$ cat src/rtl/core/pulse_flow_meter_with_moving_average_core_defines.svh
`ifndef PULSE_FLOW_METER_WITH_MOVING_AVERAGE_CORE_DEFINES_SVH
`define PULSE_FLOW_METER_WITH_MOVING_AVERAGE_CORE_DEFINES_SVH

// property that must hold at every clock out of reset
`define PFM_ASSERT(lbl, prop, msg) \
    lbl: assert property (@(posedge clk) disable iff (!rst_n) (prop)) else $error(msg);

// implication checked in the next cycle
`define PFM_ASSERT_NEXT(lbl, ante, cons, msg) \
    lbl: assert property (@(posedge clk) disable iff (!rst_n) (ante) |=> (cons)) \
        else $error(msg);

`endif

$ cat src/rtl/core/pfm_pkg.sv
`default_nettype none

package pfm_pkg;

    localparam int WINDOW_DEPTH_DEF = 30;
    localparam int QUEUE_DEPTH      = 4;

    localparam int CFG_IDX_W  = 1;
    localparam int CFG_DATA_W = 24;
    localparam logic [CFG_IDX_W-1:0] REG_UPDATE_PERIOD = 1'b0;

    localparam logic [15:0] PERIOD_RESET = 16'd100;
    localparam logic [23:0] FACTOR_RESET = 24'd512;

    localparam int DIV_N_W = 64;
    localparam int DIV_D_W = 40;

    // 1000 ul/ml scaled by the Q8 factor, and again by 1000 ms/s
    localparam logic [17:0] VOL_SCALE  = 18'd256000;
    localparam logic [27:0] RATE_SCALE = 28'd256000000;

    typedef enum logic [1:0] {
        FUNC_PULSE = 2'd0,
        FUNC_TICK  = 2'd1,
        FUNC_CLEAR = 2'd2,
        FUNC_CALIB = 2'd3
    } pfm_func_t;

    typedef struct packed {
        logic [1:0]  func;
        logic [23:0] actual_volume_ul;
    } pfm_in_t;

    typedef struct packed {
        logic [31:0] rate_ul_per_s;
        logic [31:0] total_volume_ul;
        logic [31:0] avg_rate_ul_per_s;
        logic [23:0] factor_q8;
    } pfm_out_t;

    typedef struct packed {
        pfm_func_t   op;
        logic [23:0] volume;
    } pfm_cmd_t;

    typedef struct packed {
        logic               start;
        logic [DIV_N_W-1:0] dividend;
        logic [DIV_D_W-1:0] divisor;
    } pfm_div_req_t;

    typedef struct packed {
        logic               busy;
        logic               done;
        logic [DIV_N_W-1:0] quotient;
    } pfm_div_rsp_t;

    function automatic logic [31:0] sat32(input logic [DIV_N_W-1:0] v);
        sat32 = (|v[DIV_N_W-1:32]) ? 32'hFFFF_FFFF : v[31:0];
    endfunction

    function automatic logic [23:0] sat24(input logic [DIV_N_W-1:0] v);
        sat24 = (|v[DIV_N_W-1:24]) ? 24'hFF_FFFF : v[23:0];
    endfunction

endpackage

`default_nettype wire

$ cat src/rtl/core/pfm_ram.sv
`default_nettype none

module pfm_ram #(
    parameter  int WIDTH = 32,
    parameter  int DEPTH = 32,
    localparam int AW    = (DEPTH > 1) ? $clog2(DEPTH) : 1
) (
    input  wire logic             clk,
    input  wire logic             we,
    input  wire logic [AW-1:0]    waddr,
    input  wire logic [WIDTH-1:0] wdata,
    input  wire logic [AW-1:0]    raddr,
    output logic      [WIDTH-1:0] rdata
);

    logic [WIDTH-1:0] mem_reg [DEPTH];
    logic [WIDTH-1:0] rdata_reg;

    always_ff @(posedge clk)
    begin
        if (we)
        begin
            mem_reg[waddr] <= wdata;
        end
        rdata_reg <= mem_reg[raddr];
    end

    assign rdata = rdata_reg;

endmodule

`default_nettype wire

$ cat src/rtl/core/pfm_div.sv
`default_nettype none

module pfm_div
    import pfm_pkg::*;
(
    input  wire logic         clk,
    input  wire logic         rst_n,
    input  wire pfm_div_req_t req,
    output pfm_div_rsp_t      rsp
);

    localparam int CNT_W = $clog2(DIV_N_W + 1);

    logic [CNT_W-1:0]   cnt_reg, cnt_next;
    logic               done_reg, done_next;
    logic [DIV_N_W-1:0] quo_reg, quo_next;
    logic [DIV_D_W-1:0] rem_reg, rem_next;
    logic [DIV_D_W-1:0] dvs_reg, dvs_next;

    logic [DIV_D_W:0]   shifted;
    logic [DIV_D_W:0]   diff;
    logic               ge;

    // restoring, one quotient bit per cycle, MSB first
    assign shifted = {rem_reg, quo_reg[DIV_N_W-1]};
    assign ge      = shifted >= {1'b0, dvs_reg};
    assign diff    = shifted - {1'b0, dvs_reg};

    always_comb
    begin
        cnt_next  = cnt_reg;
        done_next = 1'b0;
        quo_next  = quo_reg;
        rem_next  = rem_reg;
        dvs_next  = dvs_reg;
        if (req.start)
        begin
            cnt_next = CNT_W'(DIV_N_W);
            quo_next = req.dividend;
            rem_next = '0;
            dvs_next = req.divisor;
        end
        else if (cnt_reg != '0)
        begin
            cnt_next  = cnt_reg - 1'b1;
            done_next = (cnt_reg == CNT_W'(1));
            quo_next  = {quo_reg[DIV_N_W-2:0], ge};
            rem_next  = ge ? diff[DIV_D_W-1:0] : shifted[DIV_D_W-1:0];
        end
    end

    always_ff @(posedge clk or negedge rst_n)
    begin
        if (!rst_n)
        begin
            cnt_reg  <= '0;
            done_reg <= 1'b0;
        end
        else
        begin
            cnt_reg  <= cnt_next;
            done_reg <= done_next;
        end
    end

    always_ff @(posedge clk)
    begin
        quo_reg <= quo_next;
        rem_reg <= rem_next;
        dvs_reg <= dvs_next;
    end

    assign rsp.busy     = (cnt_reg != '0);
    assign rsp.done     = done_reg;
    assign rsp.quotient = quo_reg;

endmodule

`default_nettype wire

$ cat src/rtl/core/pfm_front.sv
`default_nettype none

`include "pulse_flow_meter_with_moving_average_core_defines.svh"

module pfm_front
    import pfm_pkg::*;
(
    input  wire logic    clk,
    input  wire logic    rst_n,
    input  wire logic    item_valid,
    output logic         item_ready,
    input  wire pfm_in_t item,
    output logic         cmd_valid,
    input  wire logic    cmd_ready,
    output pfm_cmd_t     cmd
);

    localparam int PTR_W = $clog2(QUEUE_DEPTH);
    localparam int CNT_W = $clog2(QUEUE_DEPTH + 1);

    pfm_cmd_t         q_mem_reg [QUEUE_DEPTH];
    logic [PTR_W-1:0] wr_ptr_reg, wr_ptr_next;
    logic [PTR_W-1:0] rd_ptr_reg, rd_ptr_next;
    logic [CNT_W-1:0] count_reg, count_next;

    pfm_cmd_t entry;
    logic     accept;
    logic     drop;
    logic     push;
    logic     pop;

    // calibrate with zero volume is a no-op; never queued
    assign entry.op     = pfm_func_t'(item.func);
    assign entry.volume = item.actual_volume_ul;
    assign drop         = (entry.op == FUNC_CALIB) && (item.actual_volume_ul == '0);

    assign item_ready = (count_reg != CNT_W'(QUEUE_DEPTH));
    assign accept     = item_valid && item_ready;
    assign push       = accept && !drop;
    assign cmd_valid  = (count_reg != '0);
    assign pop        = cmd_valid && cmd_ready;
    assign cmd        = q_mem_reg[rd_ptr_reg];

    always_comb
    begin
        wr_ptr_next = push ? wr_ptr_reg + 1'b1 : wr_ptr_reg;
        rd_ptr_next = pop ? rd_ptr_reg + 1'b1 : rd_ptr_reg;
        count_next  = count_reg;
        unique case ({push, pop})
            2'b10:   count_next = count_reg + 1'b1;
            2'b01:   count_next = count_reg - 1'b1;
            default: count_next = count_reg;
        endcase
    end

    always_ff @(posedge clk or negedge rst_n)
    begin
        if (!rst_n)
        begin
            wr_ptr_reg <= '0;
            rd_ptr_reg <= '0;
            count_reg  <= '0;
        end
        else
        begin
            wr_ptr_reg <= wr_ptr_next;
            rd_ptr_reg <= rd_ptr_next;
            count_reg  <= count_next;
        end
    end

    always_ff @(posedge clk)
    begin
        if (push)
        begin
            q_mem_reg[wr_ptr_reg] <= entry;
        end
    end

    `PFM_ASSERT(a_count_bound, count_reg <= CNT_W'(QUEUE_DEPTH), "queue overfilled")
    `PFM_ASSERT_NEXT(a_push_grows, push && !pop, count_reg == $past(count_reg) + 1'b1, "push lost")
    `PFM_ASSERT_NEXT(a_drop_holds, accept && drop && !pop, $stable(count_reg), "dropped item queued")

endmodule

`default_nettype wire

$ cat src/rtl/core/pfm_back.sv
`default_nettype none

`include "pulse_flow_meter_with_moving_average_core_defines.svh"

module pfm_back
    import pfm_pkg::*;
#(
    parameter int WINDOW_DEPTH = WINDOW_DEPTH_DEF
) (
    input  wire logic        clk,
    input  wire logic        rst_n,
    input  wire logic [15:0] period,
    input  wire logic        cmd_valid,
    output logic             cmd_ready,
    input  wire pfm_cmd_t    cmd,
    output logic             result_valid,
    input  wire logic        result_ready,
    output pfm_out_t         result
);

    localparam int WPOS_W = (WINDOW_DEPTH > 1) ? $clog2(WINDOW_DEPTH) : 1;
    localparam int FILL_W = $clog2(WINDOW_DEPTH + 1);
    localparam int SUM_W  = 32 + FILL_W;

    typedef enum logic [7:0] {
        S_IDLE = 8'b0000_0001,
        S_MUL  = 8'b0000_0010,
        S_VOL  = 8'b0000_0100,
        S_RATE = 8'b0000_1000,
        S_PUSH = 8'b0001_0000,
        S_AVG  = 8'b0010_0000,
        S_OUT  = 8'b0100_0000,
        S_CAL  = 8'b1000_0000
    } pfm_state_t;

    pfm_state_t state_reg, state_next;

    logic [31:0] pulse_total_reg, pulse_total_next;
    logic [31:0] pulses_last_reg, pulses_last_next;
    logic [15:0] ticks_reg, ticks_next;
    logic [31:0] volume_sum_reg, volume_sum_next;
    logic [31:0] latest_rate_reg, latest_rate_next;
    logic [23:0] factor_reg, factor_next;
    logic [WINDOW_DEPTH-1:0] ring_valid_reg, ring_valid_next;
    logic [WPOS_W-1:0] wpos_reg, wpos_next;
    logic [FILL_W-1:0] fill_reg, fill_next;
    logic [SUM_W-1:0]  sum_reg, sum_next;
    logic              div_start_reg, div_start_next;
    logic              result_valid_reg, result_valid_next;

    logic [31:0]        delta_reg, delta_next;
    logic [15:0]        elapsed_reg, elapsed_next;
    logic [DIV_N_W-1:0] rate_n_reg, rate_n_next;
    logic [DIV_D_W-1:0] rate_d_reg, rate_d_next;
    logic [DIV_N_W-1:0] div_n_reg, div_n_next;
    logic [DIV_D_W-1:0] div_d_reg, div_d_next;
    logic [31:0]        avg_reg, avg_next;
    pfm_out_t           result_reg, result_next;

    logic [15:0]       period_eff;
    logic [15:0]       ticks_inc;
    logic [32:0]       vol_add;
    logic [31:0]       ring_rdata;
    logic [31:0]       ring_old;
    logic [SUM_W-1:0]  sum_new;
    logic [FILL_W-1:0] fill_new;
    logic              ring_we;

    pfm_div_req_t div_req;
    pfm_div_rsp_t div_rsp;

    assign period_eff = (period == '0) ? 16'd1 : period;
    assign ticks_inc  = (ticks_reg == 16'hFFFF) ? ticks_reg : ticks_reg + 16'd1;
    assign vol_add    = {1'b0, volume_sum_reg} + {1'b0, sat32(div_rsp.quotient)};
    assign ring_old   = ring_valid_reg[wpos_reg] ? ring_rdata : 32'd0;
    assign sum_new    = sum_reg - SUM_W'(ring_old) + SUM_W'(latest_rate_reg);
    assign fill_new   = (fill_reg == FILL_W'(WINDOW_DEPTH)) ? fill_reg : fill_reg + 1'b1;
    assign ring_we    = (state_reg == S_PUSH);

    assign div_req.start    = div_start_reg;
    assign div_req.dividend = div_n_reg;
    assign div_req.divisor  = div_d_reg;

    pfm_div u_div (
        .clk (clk),
        .rst_n (rst_n),
        .req (div_req),
        .rsp (div_rsp)
    );

    pfm_ram #(
        .WIDTH (32),
        .DEPTH (WINDOW_DEPTH)
    ) u_ring (
        .clk   (clk),
        .we    (ring_we),
        .waddr (wpos_reg),
        .wdata (latest_rate_reg),
        .raddr (wpos_reg),
        .rdata (ring_rdata)
    );

    assign cmd_ready    = (state_reg == S_IDLE);
    assign result_valid = result_valid_reg;
    assign result       = result_reg;

    always_comb
    begin
        state_next        = state_reg;
        pulse_total_next  = pulse_total_reg;
        pulses_last_next  = pulses_last_reg;
        ticks_next        = ticks_reg;
        volume_sum_next   = volume_sum_reg;
        latest_rate_next  = latest_rate_reg;
        factor_next       = factor_reg;
        ring_valid_next   = ring_valid_reg;
        wpos_next         = wpos_reg;
        fill_next         = fill_reg;
        sum_next          = sum_reg;
        div_start_next    = 1'b0;
        result_valid_next = result_valid_reg && !result_ready;
        delta_next        = delta_reg;
        elapsed_next      = elapsed_reg;
        rate_n_next       = rate_n_reg;
        rate_d_next       = rate_d_reg;
        div_n_next        = div_n_reg;
        div_d_next        = div_d_reg;
        avg_next          = avg_reg;
        result_next       = result_reg;

        unique case (state_reg)
            S_IDLE:
            begin
                if (cmd_valid)
                begin
                    unique case (cmd.op)
                        FUNC_PULSE:
                        begin
                            pulse_total_next = pulse_total_reg + 32'd1;
                        end
                        FUNC_CLEAR:
                        begin
                            pulse_total_next = '0;
                            pulses_last_next = '0;
                            volume_sum_next  = '0;
                            latest_rate_next = '0;
                            ring_valid_next  = '0;
                            wpos_next        = '0;
                            fill_next        = '0;
                            sum_next         = '0;
                        end
                        FUNC_CALIB:
                        begin
                            if (pulse_total_reg != '0)
                            begin
                                div_n_next     = DIV_N_W'(pulse_total_reg) * DIV_N_W'(VOL_SCALE);
                                div_d_next     = DIV_D_W'(cmd.volume);
                                div_start_next = 1'b1;
                                state_next     = S_CAL;
                            end
                        end
                        FUNC_TICK:
                        begin
                            ticks_next = ticks_inc;
                            if (ticks_inc >= period_eff)
                            begin
                                elapsed_next     = ticks_inc;
                                delta_next       = pulse_total_reg - pulses_last_reg;
                                pulses_last_next = pulse_total_reg;
                                ticks_next       = '0;
                                state_next       = (factor_reg != '0) ? S_MUL : S_PUSH;
                            end
                        end
                        default:
                        begin
                            state_next = S_IDLE;
                        end
                    endcase
                end
            end
            S_MUL:
            begin
                div_n_next     = DIV_N_W'(delta_reg) * DIV_N_W'(VOL_SCALE);
                div_d_next     = DIV_D_W'(factor_reg);
                rate_n_next    = DIV_N_W'(delta_reg) * DIV_N_W'(RATE_SCALE);
                rate_d_next    = DIV_D_W'(factor_reg) * DIV_D_W'(elapsed_reg);
                div_start_next = 1'b1;
                state_next     = S_VOL;
            end
            S_VOL:
            begin
                if (div_rsp.done)
                begin
                    volume_sum_next = vol_add[32] ? 32'hFFFF_FFFF : vol_add[31:0];
                    div_n_next      = rate_n_reg;
                    div_d_next      = rate_d_reg;
                    div_start_next  = 1'b1;
                    state_next      = S_RATE;
                end
            end
            S_RATE:
            begin
                if (div_rsp.done)
                begin
                    latest_rate_next = sat32(div_rsp.quotient);
                    state_next       = S_PUSH;
                end
            end
            S_PUSH:
            begin
                ring_valid_next[wpos_reg] = 1'b1;
                wpos_next      = (wpos_reg == WPOS_W'(WINDOW_DEPTH - 1)) ? '0 : wpos_reg + 1'b1;
                fill_next      = fill_new;
                sum_next       = sum_new;
                div_n_next     = DIV_N_W'(sum_new);
                div_d_next     = DIV_D_W'(fill_new);
                div_start_next = 1'b1;
                state_next     = S_AVG;
            end
            S_AVG:
            begin
                if (div_rsp.done)
                begin
                    avg_next   = div_rsp.quotient[31:0];
                    state_next = S_OUT;
                end
            end
            S_OUT:
            begin
                if (!result_valid_reg || result_ready)
                begin
                    result_next.rate_ul_per_s     = latest_rate_reg;
                    result_next.total_volume_ul   = volume_sum_reg;
                    result_next.avg_rate_ul_per_s = avg_reg;
                    result_next.factor_q8         = factor_reg;
                    result_valid_next             = 1'b1;
                    state_next                    = S_IDLE;
                end
            end
            S_CAL:
            begin
                if (div_rsp.done)
                begin
                    factor_next = sat24(div_rsp.quotient);
                    state_next  = S_IDLE;
                end
            end
            default:
            begin
                state_next = S_IDLE;
            end
        endcase
    end

    always_ff @(posedge clk or negedge rst_n)
    begin
        if (!rst_n)
        begin
            state_reg        <= S_IDLE;
            pulse_total_reg  <= '0;
            pulses_last_reg  <= '0;
            ticks_reg        <= '0;
            volume_sum_reg   <= '0;
            latest_rate_reg  <= '0;
            factor_reg       <= FACTOR_RESET;
            ring_valid_reg   <= '0;
            wpos_reg         <= '0;
            fill_reg         <= '0;
            sum_reg          <= '0;
            div_start_reg    <= 1'b0;
            result_valid_reg <= 1'b0;
        end
        else
        begin
            state_reg        <= state_next;
            pulse_total_reg  <= pulse_total_next;
            pulses_last_reg  <= pulses_last_next;
            ticks_reg        <= ticks_next;
            volume_sum_reg   <= volume_sum_next;
            latest_rate_reg  <= latest_rate_next;
            factor_reg       <= factor_next;
            ring_valid_reg   <= ring_valid_next;
            wpos_reg         <= wpos_next;
            fill_reg         <= fill_next;
            sum_reg          <= sum_next;
            div_start_reg    <= div_start_next;
            result_valid_reg <= result_valid_next;
        end
    end

    always_ff @(posedge clk)
    begin
        delta_reg   <= delta_next;
        elapsed_reg <= elapsed_next;
        rate_n_reg  <= rate_n_next;
        rate_d_reg  <= rate_d_next;
        div_n_reg   <= div_n_next;
        div_d_reg   <= div_d_next;
        avg_reg     <= avg_next;
        result_reg  <= result_next;
    end

    `PFM_ASSERT(a_fill_bound, fill_reg <= FILL_W'(WINDOW_DEPTH), "ring fill out of range")
    `PFM_ASSERT(a_div_free, div_start_reg |-> !div_rsp.busy, "divider restarted while busy")
    `PFM_ASSERT_NEXT(a_push_fills, state_reg == S_PUSH, fill_reg != '0, "push left ring empty")

endmodule

`default_nettype wire

$ cat src/rtl/core/pulse_flow_meter_with_moving_average_core.sv
// channel   signals                              dir  payload
// item      item_valid / item_ready / item       in   pfm_in_t  (func, actual_volume_ul)
// result    result_valid / result_ready / result out  pfm_out_t (rate, total, avg, factor)
// config    cfg_write / cfg_index / cfg_data     in   update period at index 0
//
// Pulse, clear and non-final tick transfers retire straight from idle; a 4-deep queue takes
// items while the back end works. A calibrate makes one 64-step pass of the shared restoring
// divider, and a tick that ends a period makes three such passes, or one at factor 0.
// Reset zeroes counts, total, rate and ring (per-entry valid bits, no clearing pass),
// period 100, factor 512. item_ready drops only when the queue is full; a result
// waiting in the output register holds the back end only when the next one is ready.
`default_nettype none

module pulse_flow_meter_with_moving_average_core
    import pfm_pkg::*;
#(
    parameter int WINDOW_DEPTH = WINDOW_DEPTH_DEF
) (
    input  wire logic                  clk,
    input  wire logic                  rst_n,
    input  wire logic                  item_valid,
    output logic                       item_ready,
    input  wire pfm_in_t               item,
    output logic                       result_valid,
    input  wire logic                  result_ready,
    output pfm_out_t                   result,
    input  wire logic                  cfg_write,
    input  wire logic [CFG_IDX_W-1:0]  cfg_index,
    input  wire logic [CFG_DATA_W-1:0] cfg_data
);

    // there is no initial-factor register: the factor resets to 512 and index 1 writes are ignored
    logic [15:0] period_reg, period_next;

    logic     cmd_valid;
    logic     cmd_ready;
    pfm_cmd_t cmd;

    always_comb
    begin
        period_next = period_reg;
        if (cfg_write && (cfg_index == REG_UPDATE_PERIOD))
        begin
            period_next = cfg_data[15:0];
        end
    end

    always_ff @(posedge clk or negedge rst_n)
    begin
        if (!rst_n)
        begin
            period_reg <= PERIOD_RESET;
        end
        else
        begin
            period_reg <= period_next;
        end
    end

    pfm_front u_front (
        .clk        (clk),
        .rst_n      (rst_n),
        .item_valid (item_valid),
        .item_ready (item_ready),
        .item       (item),
        .cmd_valid  (cmd_valid),
        .cmd_ready  (cmd_ready),
        .cmd        (cmd)
    );

    pfm_back #(
        .WINDOW_DEPTH (WINDOW_DEPTH)
    ) u_back (
        .clk          (clk),
        .rst_n        (rst_n),
        .period       (period_reg),
        .cmd_valid    (cmd_valid),
        .cmd_ready    (cmd_ready),
        .cmd          (cmd),
        .result_valid (result_valid),
        .result_ready (result_ready),
        .result       (result)
    );

endmodule

`default_nettype wire

$ cat config.mk
export PLATFORM = sky130hd
export DESIGN_NAME = pulse_flow_meter_with_moving_average_core
export DESIGN_NICKNAME = d
export VERILOG_FILES = /design/src/rtl/core/pfm_pkg.sv /design/src/rtl/core/pfm_ram.sv /design/src/rtl/core/pfm_div.sv /design/src/rtl/core/pfm_front.sv /design/src/rtl/core/pfm_back.sv /design/src/rtl/core/pulse_flow_meter_with_moving_average_core.sv
export VERILOG_INCLUDE_DIRS = /design/src /design/src/rtl/core
export SDC_FILE = /design/constraint.sdc
export NUM_CORES = 2
export LEC_CHECK = 0
export BUFFER_PORTS_ARGS = -buffer_cell sky130_fd_sc_hd__buf_2
export CORE_ASPECT_RATIO = 1.4
export CORE_MARGIN = 5
export CORE_UTILIZATION = 35
export DETAILED_ROUTE_END_ITERATION = 8
export PLACE_DENSITY = 0.45
export SETUP_SLACK_MARGIN = 0.05
export SLEW_MARGIN = 10
export SYNTH_ARGS = -nofsm -noshare
export SYNTH_HDL_FRONTEND = slang
export SYNTH_SLANG_ARGS = --single-unit
$ cat constraint.sdc
create_clock -name clk -period 18.37 [get_ports clk]
set_input_delay 0.9185 -clock clk [delete_from_list [all_inputs] [get_ports clk]]
set_output_delay 0.9185 -clock clk [all_outputs]
set_load 0.02 [all_outputs]
==> out/metrics.cfg <==
[place]
place_area_um2 = 116000
finalWeightedCongestion = 0.856
post-place-ws_ns = 10.68
port_buffers = 169
hpwl_um = 224000

[sta]
fmax_mhz = 131
tns_ns = 0
finalWorstSetupSlack_ns = 10.71
finalCritPeriodShare_pct = 41.7
hold_slack_ns = 0.255
period_minus_slack_ns = 7.66
drv_slew = 0
tightest_slew_ns = 1.20
clock-skew-final_ns = 0.0832
hold_viol = 0
setup_viol = 0
slew_headroom_pct = 20.2
rsz0062_at_grt = false

[yosys]
yosysSeqAreaShare_pct = 50.6
syn_area_per_cell_um2 = 12.8
synth_edf_count = 1554
synth-seq-cells = 1912
ys_types = 87
synth_compound_area_share_pct = 8.54
async_reset_ff_share_pct = 15.0
synth_warnings = 0
yosys.area_share.simple_pct = 7.65
netlist_instances = 8514
synth_flop_cell = edfxtp_1
muxShareOfSynthArea_pct = 6.32
synthAdderAreaFrac_pct = 19.4
syn-num-nets = 9859
netlist_area_um2 = 109000
synth_top_family_by_area = adder cells
synth_xor_area_share_pct = 2.34

[floorplanning]
core_area_um2 = 311000
pin_count = 178
die_y_um = 671
fp.dieArea_um2 = 324000
initial_utilization_pct = 35.2
rows = 242
die_x_um = 482

[setup_path]
crit_required_ns = 18.96
critPathLaunchType = flop
cp.arrival_ns = 8.25
crit_path_max_fanout = 20
cp-end-kind = flop
criticalPathCategory = reg2reg

[global_routing]
grt_max_degree = 128
track_usage_pct = 20.3
grtUsageMet3_pct = 2.43
antenna_found_initial = 18
gr-usage-met2_pct = 36.9
grt_pass1_wl_um = 487000
top_usage_layer = met2
grt_pass1_vias = 72400
gr-total-overflow = 0
gr-usage-met1_pct = 25.0

[finish]
finalInstanceArea_um2 = 122000
largest_reg_flops = 960
layout_commonest_cell = edfxtp_1
final_cell_mix = 1,554 x edfxtp_1, 1,136 x inv_1, 681 x fa_1
layout-drive-gt1-share_pct = 12.0
final_util_pct = 39.4
layout.nets = 10000
area_growth_pct = 11.9
n_fill_cell = 29800

[cts]
htree_levels = 4
cts-root-buf = clkbuf_16
tritoncts = done
cts_buffers = 208
clk_latency_ns = 0.91
cts.sinks = 1912
cts_resized = 0
clk_path_buf_depth = 4
path_clk_slew_ns = 0.06

[detailed_routing]
remaining_drc_errors = 0
wl_per_cell_um = 25.3
wirelength_um = 330000
avgViaCountPerCell = 5.22
drtAntennaViolNets = 0
dr.pass1.iters = 5
dr_total_vias = 67900
drt-initial-drc-count = 4385

[power_and_ir_drop]
peakVddDrop_uv = 79.5
switching_share_pct = 36.7
power_frac_comb_pct = 37.7
cellPowerDensity_nw_per_um2 = 128
clkPwrFrac_pct = 26.9
cell_internal_pwr_uw = 9900
cellLeakagePower_uw = 0.0480
p_sw_uw = 5740
seq_power_share_pct = 35.4

[run]
cap_violations = 0

[outcome]
status = complete, no violations

[min_path]
hp-class = in2reg

## routing by layer
layer / vias up / share of wire (%)
li1: 30500 / -
met1: 35500 / 40
met2: 1455 / 52
met3: 464 / 4.0
met4: 2 / 3.4
met5: - / 0.0061
## metrics by stage
step / total power (uW) / std cells
6_report: 15600 / 13000
3_3_place_gp: 11600 / 12600
2_1_floorplan: 9660 / 8514
3_5_place_dp: 11600 / 12600
4_1_cts: 15900 / 13000
5_1_grt: 16600 / 13000
## critical path: stages (launching register included)
cell and delay [ns]:
dfrtp_1 1.11, and2_1 0.26, fa_1 0.41, inv_1 0.08, fa_1 0.43, fa_1 0.51
inv_1 0.05, fa_1 0.53, fa_1 0.51, inv_1 0.05, fa_1 0.48, inv_1 0.04
ha_1 0.34, and3_1 0.20, o211a_1 0.15, a2111oi_2 0.36, o41ai_1 0.14, buf_4 0.17
a211o_1 0.35, o41a_1 0.41, nor4b_2 0.35, o31ai_1 0.13, a21oi_1 0.19, xnor2_1 0.09
## kinds of logic (layout without fill, tap and decap cells)
family / count (synthesis) / count (layout)
DFF: 1912 / 1912
and+or+nand+nor: 1755 / 1755
buffers and inverters: 1488 / 1837
AOI/OAI and AO/OA: 1417 / 1417
adders and majority gates: 1289 / 1289
muxes: 361 / 361
xor gates and xnor gates: 292 / 292
other: 0 / 3
## power groups by stage
stage / sequential, uW / clock (uW) / combinational, uW
floorplan: 5450 / 0 / 4210
finish: 5540 / 4200 / 5900
global placement: 5620 / 0 / 5940
global route: 5580 / 4490 / 6570
detailed placement: 5630 / 0 / 5940
CTS: 5540 / 4330 / 6020
## Yosys cell counts, types with 13 or more instances
cell	number	share of area (%)
mux2i_1	43	0.39
a31oi_1	69	0.39
clkbuf_1	300	1.0
edfxtp_1	1554	43
nor3_1	52	0.24
a221oi_1	16	0.13
nand2b_1	32	0.18
or3_1	21	0.12
a211oi_1	40	0.27
mux2_2	61	0.63
o22a_1	25	0.20
o31ai_1	52	0.36
o211ai_1	43	0.30
nand4_1	90	0.52
a22oi_1	140	0.96
fa_1	681	12
xnor2_1	193	1.5
buf_2	13	0.060
nor2b_1	50	0.29
o21bai_1	39	0.27
o21a_1	28	0.19
nand3_1	129	0.59
and3_1	43	0.25
buf_1	34	0.12
a311oi_1	32	0.26
dfrtp_1	281	6.4
xor2_1	99	0.79
o31a_1	14	0.11
nor4_1	30	0.17
nor2_1	337	1.2
inv_1	1138	3.9
and2_1	242	1.4
mux4_2	257	5.3
o21ai_0	258	1.2
ha_1	608	7.0
a21o_1	186	1.3
nand2_1	662	2.3
dfxtp_1	72	1.3
a21oi_1	348	1.6
## cell type report
class                      count  area [um2]  share of cell area, %
antenna                        3        7.51                0.00614
clock buffer                 280        5820                   4.76
clock inverter                99         903                  0.739
inverter                    1138        4270                   3.50
multi-input combinational   5114       48700                   39.9
sequential                  1912       55300                   45.2
tap                         4148        5190                   4.25
timing repair buffer         320        2030                   1.66
## final timing paths
| kind | start | to | slack, ns | depth (start not counted) |
|---|---|---|---|---|
| min reg2reg | u_back.div_d_reg[4]$_DFFE_PP_ | u_back.u_div.dvs_reg[4]$_DFFE_PP_ | 0.35 | 0 |
| max in group asynchronous | rst_n | u_back.pulses_last_reg[11]$_DFFE_PN0P_ | 14.90 | 5 |
| max | u_back.factor_reg[6]$_DFFE_PN0P_ | u_back.rate_d_reg[39]$_DFFE_PP_ | 10.71 | 23 |
| min in group asynchronous | rst_n | u_back.sum_reg[2]$_DFFE_PN0P_ | 0.58 | 2 |
| max reg2reg | u_back.factor_reg[6]$_DFFE_PN0P_ | u_back.rate_d_reg[39]$_DFFE_PP_ | 10.71 | 23 |
| min | item[6] | u_front.q_mem_reg[3][6]$_DFFE_PP_ | 0.26 | 1 |
## timing repair
item / in CTS / in global routing
setup buffers: 0 / 0
hold buffers: 1 / 0
endpoints found under the hold margin: 17 / 0
No activity file was read; power rests on OpenSTA's default activity.
